==> config.mk <==
export PLATFORM = sky130hd
export DESIGN_NAME = ordered_list_table_unit
export DESIGN_NICKNAME = d
export VERILOG_FILES = /design/src/rtl/olt_pkg.sv /design/src/rtl/olt_store.sv /design/src/rtl/olt_seq.sv /design/src/rtl/ordered_list_table_unit.sv
export SDC_FILE = /design/constraint.sdc
export NUM_CORES = 1
export LEC_CHECK = 0
export BUFFER_PORTS_ARGS = -buffer_cell sky130_fd_sc_hd__buf_2
export CAP_MARGIN = 25
export CORE_MARGIN = 3
export CORE_UTILIZATION = 48
export DETAILED_ROUTE_END_ITERATION = 16
export GPL_TIMING_DRIVEN = 0
export PLACE_DENSITY = 0.61
export SLEW_MARGIN = 0
export SYNTH_ARGS = -nofsm -noshare
export SYNTH_HDL_FRONTEND = slang
export SYNTH_SLANG_ARGS = --single-unit
export TNS_END_PERCENT = 5
==> constraint.sdc <==
create_clock -name i_clk -period 12.3 [get_ports i_clk]
set_clock_uncertainty 0.15 [all_clocks]
set_input_delay 1.845 -clock i_clk [delete_from_list [all_inputs] [get_ports i_clk]]
set_output_delay 1.845 -clock i_clk [all_outputs]
set_load 0.03 [all_outputs]
==> src/rtl/olt_pkg.sv <==
package olt_pkg;

    localparam int DEPTH   = 16;
    localparam int ADDR_W  = $clog2(DEPTH);
    localparam int CNT_W   = $clog2(DEPTH + 1);
    localparam int DATA_W  = 32;
    localparam int ACT_W   = 2;
    localparam int ST_W    = 2;
    localparam int POS_W   = 4;
    localparam int COUNT_W = 5;

    localparam logic [ACT_W-1:0] ACT_INSERT = 2'd0;
    localparam logic [ACT_W-1:0] ACT_DELETE = 2'd1;
    localparam logic [ACT_W-1:0] ACT_LOOKUP = 2'd2;

    localparam logic [ST_W-1:0] ST_OK        = 2'd0;
    localparam logic [ST_W-1:0] ST_NOT_FOUND = 2'd1;
    localparam logic [ST_W-1:0] ST_FULL      = 2'd2;

    typedef struct packed {
        logic [ACT_W-1:0]         action;
        logic signed [DATA_W-1:0] value;
    } t_cmd;

    typedef struct packed {
        logic [ST_W-1:0]    status;
        logic [POS_W-1:0]   position;
        logic [COUNT_W-1:0] count;
    } t_res;

    typedef struct packed {
        logic              we;
        logic [ADDR_W-1:0] waddr;
        logic [DATA_W-1:0] wdata;
        logic              re;
        logic [ADDR_W-1:0] raddr;
    } t_mem_req;

endpackage

==> src/rtl/olt_store.sv <==
module olt_store (
    input  logic                         i_clk,
    input  olt_pkg::t_mem_req            i_req,
    output logic [olt_pkg::DATA_W-1:0]   o_rdata
);
    import olt_pkg::*;

    logic [DATA_W-1:0] r_mem [DEPTH];
    logic [DATA_W-1:0] r_rdata;

    always_ff @(posedge i_clk) begin
        if (i_req.we) begin
            r_mem[i_req.waddr] <= i_req.wdata;
        end
    end

    always_ff @(posedge i_clk) begin
        if (i_req.re) begin
            r_rdata <= r_mem[i_req.raddr];
        end
    end

    assign o_rdata = r_rdata;

endmodule

==> src/rtl/olt_seq.sv <==
module olt_seq (
    input  logic                         i_clk,
    input  logic                         i_rst_n,
    input  logic                         start,
    input  olt_pkg::t_cmd                i_cmd,
    output logic                         busy,
    output logic                         o_strobe,
    output olt_pkg::t_res                o_res,
    output olt_pkg::t_mem_req            o_mem_req,
    input  logic [olt_pkg::DATA_W-1:0]   i_rdata
);
    import olt_pkg::*;

    localparam logic [2:0] S_IDLE  = 3'd0;
    localparam logic [2:0] S_RD    = 3'd1;
    localparam logic [2:0] S_CMP   = 3'd2;
    localparam logic [2:0] S_SH_RD = 3'd3;
    localparam logic [2:0] S_SH_WR = 3'd4;

    logic [2:0]        r_state,  n_state;
    logic [CNT_W-1:0]  r_count,  n_count;
    logic [ADDR_W-1:0] r_addr,   n_addr;
    logic [ADDR_W-1:0] r_pos,    n_pos;
    logic [ACT_W-1:0]  r_action, n_action;
    logic [DATA_W-1:0] r_value,  n_value;
    logic              r_strobe, n_strobe;
    t_res              r_res,    n_res;

    logic              match;
    logic              at_head;
    logic [ADDR_W-1:0] head_addr;
    logic [ADDR_W-1:0] found_pos;

    // Entries are stored oldest first: the head of the list sits at address
    // count - 1, so an insert is a single write and the scan runs downwards.
    assign match     = (i_rdata == r_value);
    assign head_addr = ADDR_W'(r_count - CNT_W'(1));
    assign at_head   = (CNT_W'(r_addr) == (r_count - CNT_W'(1)));
    assign found_pos = ADDR_W'(r_count - CNT_W'(1) - CNT_W'(r_addr));

    always_comb begin
        n_state   = r_state;
        n_count   = r_count;
        n_addr    = r_addr;
        n_pos     = r_pos;
        n_action  = r_action;
        n_value   = r_value;
        n_strobe  = 1'b0;
        n_res     = r_res;
        o_mem_req = '{we: 1'b0, waddr: r_addr, wdata: r_value, re: 1'b0, raddr: r_addr};

        unique case (r_state)
            S_IDLE: begin
                if (start) begin
                    n_action = i_cmd.action;
                    n_value  = i_cmd.value;
                    priority if (i_cmd.action == ACT_INSERT) begin
                        n_strobe = 1'b1;
                        n_res.position = POS_W'(0);
                        if (r_count == CNT_W'(DEPTH)) begin
                            n_res.status = ST_FULL;
                            n_res.count  = COUNT_W'(r_count);
                        end else begin
                            o_mem_req.we    = 1'b1;
                            o_mem_req.waddr = ADDR_W'(r_count);
                            o_mem_req.wdata = i_cmd.value;
                            n_count         = r_count + CNT_W'(1);
                            n_res.status    = ST_OK;
                            n_res.count     = COUNT_W'(r_count + CNT_W'(1));
                        end
                    end else if ((i_cmd.action == ACT_DELETE) ||
                                 (i_cmd.action == ACT_LOOKUP)) begin
                        if (r_count == '0) begin
                            n_strobe       = 1'b1;
                            n_res.status   = ST_NOT_FOUND;
                            n_res.position = POS_W'(0);
                            n_res.count    = COUNT_W'(r_count);
                        end else begin
                            n_addr  = head_addr;
                            n_state = S_RD;
                        end
                    end else begin
                        n_strobe       = 1'b1;
                        n_res.status   = ST_NOT_FOUND;
                        n_res.position = POS_W'(0);
                        n_res.count    = COUNT_W'(r_count);
                    end
                end
            end
            S_RD: begin
                o_mem_req.re = 1'b1;
                n_state      = S_CMP;
            end
            S_CMP: begin
                if (match) begin
                    n_pos = found_pos;
                    if ((r_action == ACT_LOOKUP) || at_head) begin
                        if (r_action == ACT_DELETE) begin
                            n_count = r_count - CNT_W'(1);
                        end
                        n_strobe       = 1'b1;
                        n_res.status   = ST_OK;
                        n_res.position = POS_W'(found_pos);
                        n_res.count    = (r_action == ACT_DELETE) ?
                                         COUNT_W'(r_count - CNT_W'(1)) : COUNT_W'(r_count);
                        n_state        = S_IDLE;
                    end else begin
                        n_addr  = r_addr + ADDR_W'(1);
                        n_state = S_SH_RD;
                    end
                end else if (r_addr == '0) begin
                    n_strobe       = 1'b1;
                    n_res.status   = ST_NOT_FOUND;
                    n_res.position = POS_W'(0);
                    n_res.count    = COUNT_W'(r_count);
                    n_state        = S_IDLE;
                end else begin
                    n_addr  = r_addr - ADDR_W'(1);
                    n_state = S_RD;
                end
            end
            S_SH_RD: begin
                o_mem_req.re = 1'b1;
                n_state      = S_SH_WR;
            end
            S_SH_WR: begin
                // Each newer entry moves one place down to close the gap.
                o_mem_req.we    = 1'b1;
                o_mem_req.waddr = r_addr - ADDR_W'(1);
                o_mem_req.wdata = i_rdata;
                if (at_head) begin
                    n_count        = r_count - CNT_W'(1);
                    n_strobe       = 1'b1;
                    n_res.status   = ST_OK;
                    n_res.position = POS_W'(r_pos);
                    n_res.count    = COUNT_W'(r_count - CNT_W'(1));
                    n_state        = S_IDLE;
                end else begin
                    n_addr  = r_addr + ADDR_W'(1);
                    n_state = S_SH_RD;
                end
            end
            default: begin
                n_state = S_IDLE;
            end
        endcase
    end

    always_ff @(posedge i_clk) begin
        if (!i_rst_n) begin
            r_state  <= S_IDLE;
            r_count  <= '0;
            r_strobe <= 1'b0;
        end else begin
            r_state  <= n_state;
            r_count  <= n_count;
            r_strobe <= n_strobe;
        end
    end

    always_ff @(posedge i_clk) begin
        r_addr   <= n_addr;
        r_pos    <= n_pos;
        r_action <= n_action;
        r_value  <= n_value;
        r_res    <= n_res;
    end

    assign busy     = (r_state != S_IDLE);
    assign o_strobe = r_strobe;
    assign o_res    = r_res;

endmodule

==> src/rtl/ordered_list_table_unit.sv <==
// Bounded list of up to 16 signed 32-bit values, newest at position 0. A command is taken
// when start is high and busy is low; its single result appears on o_res for exactly one
// cycle with o_strobe high, and the receiver cannot stall it. An insert, a rejected insert,
// an unused action code or a search of an empty list gives its result in the cycle after
// the command. Lookup and delete walk the list from the head through a register file with
// one read and one write port, reading and then comparing each entry; a delete then moves
// every newer entry one place down, a read and a write for each, to close the gap. A new
// command may be issued in the same cycle as the previous result's strobe.
module ordered_list_table_unit (
    input  logic              i_clk,
    input  logic              i_rst_n,
    input  logic              start,
    input  olt_pkg::t_cmd     i_cmd,
    output logic              busy,
    output logic              o_strobe,
    output olt_pkg::t_res     o_res
);
    import olt_pkg::*;

    t_mem_req          mem_req;
    logic [DATA_W-1:0] mem_rdata;

    olt_seq u_seq (
        .i_clk     (i_clk),
        .i_rst_n   (i_rst_n),
        .start     (start),
        .i_cmd     (i_cmd),
        .busy      (busy),
        .o_strobe  (o_strobe),
        .o_res     (o_res),
        .o_mem_req (mem_req),
        .i_rdata   (mem_rdata)
    );

    olt_store u_store (
        .i_clk   (i_clk),
        .i_req   (mem_req),
        .o_rdata (mem_rdata)
    );

endmodule

==> flow_summary.yaml <==
run_status:
  status: "finished clean"
critical_path:
  worst_stage_delay_on_the_critical_path_ns: 0.82
  crit_path_end_kind: "register"
  worst-path-max-fanout: 10
  setup.worst_path.start_class: "input pin"
  path_buf_inv: 6
  arrival_ns: 5.29
  cp_top_family: "buffers and inverters"
  required_ns: 12.61
  critical-path-slowest-cell: "o21ai_0"
  crit_path_cell_trace: "buf_2 -> inv_1 -> ha_1 -> clkbuf_1 -> nand3_1 -> buf_2 -> nor2_1 -> clkbuf_1 -> a22oi_1 -> o21ai_0 -> buf_2"
  path_class: "in2reg"
  critical-path-top-cell-by-count: "buf_2"
synthesis:
  syn-num-nets: 1265
  async_set_reset_flop_share_out_of_synthesis_pct: 0
  netlist_area_sq_mm: 0.0246
  yosys_most_used_dff: "edfxtp_1"
  yosys.area.top_type: "edfxtp_1"
  synth_top_area_share_pct: 73.0
  netlist_instances: 1218
  yosysWarningCount: 0
  synth.avg_cell_area_sq_um: 20.2
  yosys_register_bits: 606
  seq_area_frac_synth_pct: 73.7
  netlist-cell-type-count: 60
  synth_enable_flop_cells: 597
  ys_top_cells_by_area: "edfxtp_1 (73%), mux4_2 (15%), a22oi_1 (2.0%), xnor2_1 (1.4%), o21ai_0 (0.86%)"
sta:
  sum_of_negative_setup_slack_ns: 0
  max_slew_violations: 0
  rsz0062_at_grt: "false"
  timing.final.crit_share_pct: 40.5
  setup_violations: 0
  finalWorstSetupSlack_ns: 7.31
  max-slew-margin-rel_pct: 27.4
  finalWorstPathRequiredPeriod_ns: 4.99
  report.final.hold_viol_count: 0
  tightestPinTransition_ns: 1.09
  max_freq_mhz: 201
floorplanning:
  die_area_sq_mm: 0.0539
  rows: 82
  core-area_sq_mm: 0.0504
  design.portCount: 50
  start_util_pct: 48.8
  die_height_um: 232
  die_width_um: 232
global_routing:
  pin_count_of_the_biggest_net_entering_global_routing: 24
  grt_most_used_layer: "met2"
  use_met1_pct: 35.0
  antenna_violations_before_repair: 1
  grt.met3_usage_pct: 3.88
  global_route_overflow: 0
  grt_use_total_pct: 24.0
  grt_first_pass_wirelength_um: 92100
  use_met2_pct: 38.0
  first_global_vias: 13223
drt:
  detailedRoute.firstPassIterationCount: 5
  ant_nets: 0
  first_iter_violations: 1464
  finalWirelength_um: 63000
  wl_per_cell_um: 29.8
  drc: 0
  vias: 12966
  drt-vias-per-instance: 6.14
clock_tree:
  cts_hold_buf: 0
  insertion_delay_ns: 0.63
  buffer_type_at_the_clock_tree_root: "clkbuf_16"
  clock_path_buffers: 3
  cts.repair_timing.setup_buffer_count: 0
  cts-buffers-inserted: 61
  h-tree-depth: 2
  clock_sinks: 606
  clock_tree_from_tritoncts: "built"
  worst_setup_hold_path_clk_slew_ns: 0.06
  post_cts.resized_instances: 0
pwr:
  power_density_mw_per_mm2: 177
  power.static_leakage_nw: 8.97
  vdd_ir_drop_max_v: 0.000132
  total_power_w: 0.00500
finish:
  final_net_count: 1436
  antennaDiodeCount: 0
  drive_gt1_share_pct: 26.8
  syn2layout_area_growth_pct: 15.3
  post_layout_nonfiller_instances: 2111
placement:
  gp_congestion: 0.920
  dp.final_hpwl_um: 39800
  preCtsSetupSlack_ns: 6.70
  cell_count_post_placement: 1996
  port_buffers: 49
min_path:
  hp-class: "reg2reg"
job:
  maxCapViolCount: 0
-- path summary, 6_finish.rpt --
check              startpoint  slack (ns)                    end  cells past startpoint
max                 i_cmd[32]        7.31  u_store.r_mem[14][22]                     11
min            u_seq.r_pos[0]        0.39         u_seq.o_res[5]                      2
min reg2reg    u_seq.r_pos[0]        0.39         u_seq.o_res[5]                      2
max reg2reg  u_seq.r_count[0]        7.61  u_store.r_mem[14][22]                     11
-- registers in the layout, summed over array words and instances (netlist names) --
name / cells
u_seq.r_state: 3
u_seq.o_res: 11
u_seq.r_pos: 4
u_seq.r_addr: 4
u_seq.o_strobe: 1
u_seq.r_value: 32
u_seq.r_action: 2
u_store.o_rdata: 32
u_seq.r_count: 5
u_store.r_mem: 512
-- placed cells by master, fill, tap and decap left out, types with 6 or more instances in the layout --
cell,Yosys,final
buf_12,0,17
nor3_1,6,6
buf_2,9,80
clkinv_1,0,19
buf_1,8,8
xnor2_1,38,38
inv_1,19,19
clkbuf_16,0,62
buf_8,0,9
a22oi_1,66,66
xor2_1,7,7
clkinv_2,0,11
nand3_1,14,14
dfxtp_1,9,9
nor2_1,30,21
nand2b_1,9,9
nand4_1,10,10
clkbuf_1,52,66
edfxtp_1,597,597
nand2_1,28,28
a21oi_1,11,11
o21ai_0,42,41
buf_4,0,10
ha_1,9,9
mux4_2,160,160
mux2i_1,7,7
nor2_4,0,9
-- cells in the mapped netlist, drive strengths merged (10+ instances only) --
cell / count
a21oi: 11
a22oi: 66
buf: 18
clkbuf: 52
edfxtp: 597
inv: 19
mux4: 160
nand2: 28
nand3: 14
nand4: 10
nor2: 30
o21ai: 42
xnor2: 40
-- per-stage QoR --
step                cell area (sq um)  utilization, %  hold WS [ns]
floorplan                       24600               -         0.346
finish                          28300            56.2         0.390
detailed placement              26400            52.4         0.386
CTS                             28300            56.1         0.400
global placement                25600            50.9         0.364
global route                    28300            56.2         0.414
-- per-layer routing --
metal	vias up	part of all wire, %
li1	5440	-
met5	-	0
met1	6871	42
met4	0	2.4
met3	100	7.8
met2	555	48
-- power breakdown --
| part | total [W] | internal [W] | switching [W] |
|---|---|---|---|
| sequential | 0.00253 | 0.00249 | 0.0000390 |
| combinational | 0.000728 | 0.000253 | 0.000475 |
| clock | 0.00175 | 0.000983 | 0.000763 |
-- cell type report --
| type | instances | area (sq um) |
|---|---|---|
| flip-flops and latches | 606 | 18100 |
| repair buffers | 108 | 933 |
| inverters | 19 | 71.3 |
| plain buffers | 70 | 282 |
| clock buffers | 76 | 1600 |
| well taps | 672 | 841 |
| fillers | 3791 | 22100 |
| clock inverters | 37 | 272 |
| multi-input cells | 523 | 6200 |
-- worst reg2reg max path: stages, from the launching register on --
cell and delay [ns]:
dfxtp_1 0.45, clkbuf_1 0.44, inv_1 0.15, ha_1 0.25, nand4bb_1 0.38, nand3_1 0.15, buf_2 0.26, nor2_1 0.52
clkbuf_1 0.50, a22oi_1 0.12, o21ai_0 0.82, buf_2 0.33
-- kinds of logic after synthesis --
logic type / synth area share (%)
compound gates: 4.64
xor+xnor: 1.74
fa+ha+maj: 0.540
buf+inv: 1.44
flops: 73.7
mux: 15.0
simple gates: 2.87
Power figures use the tool's default switching activity.
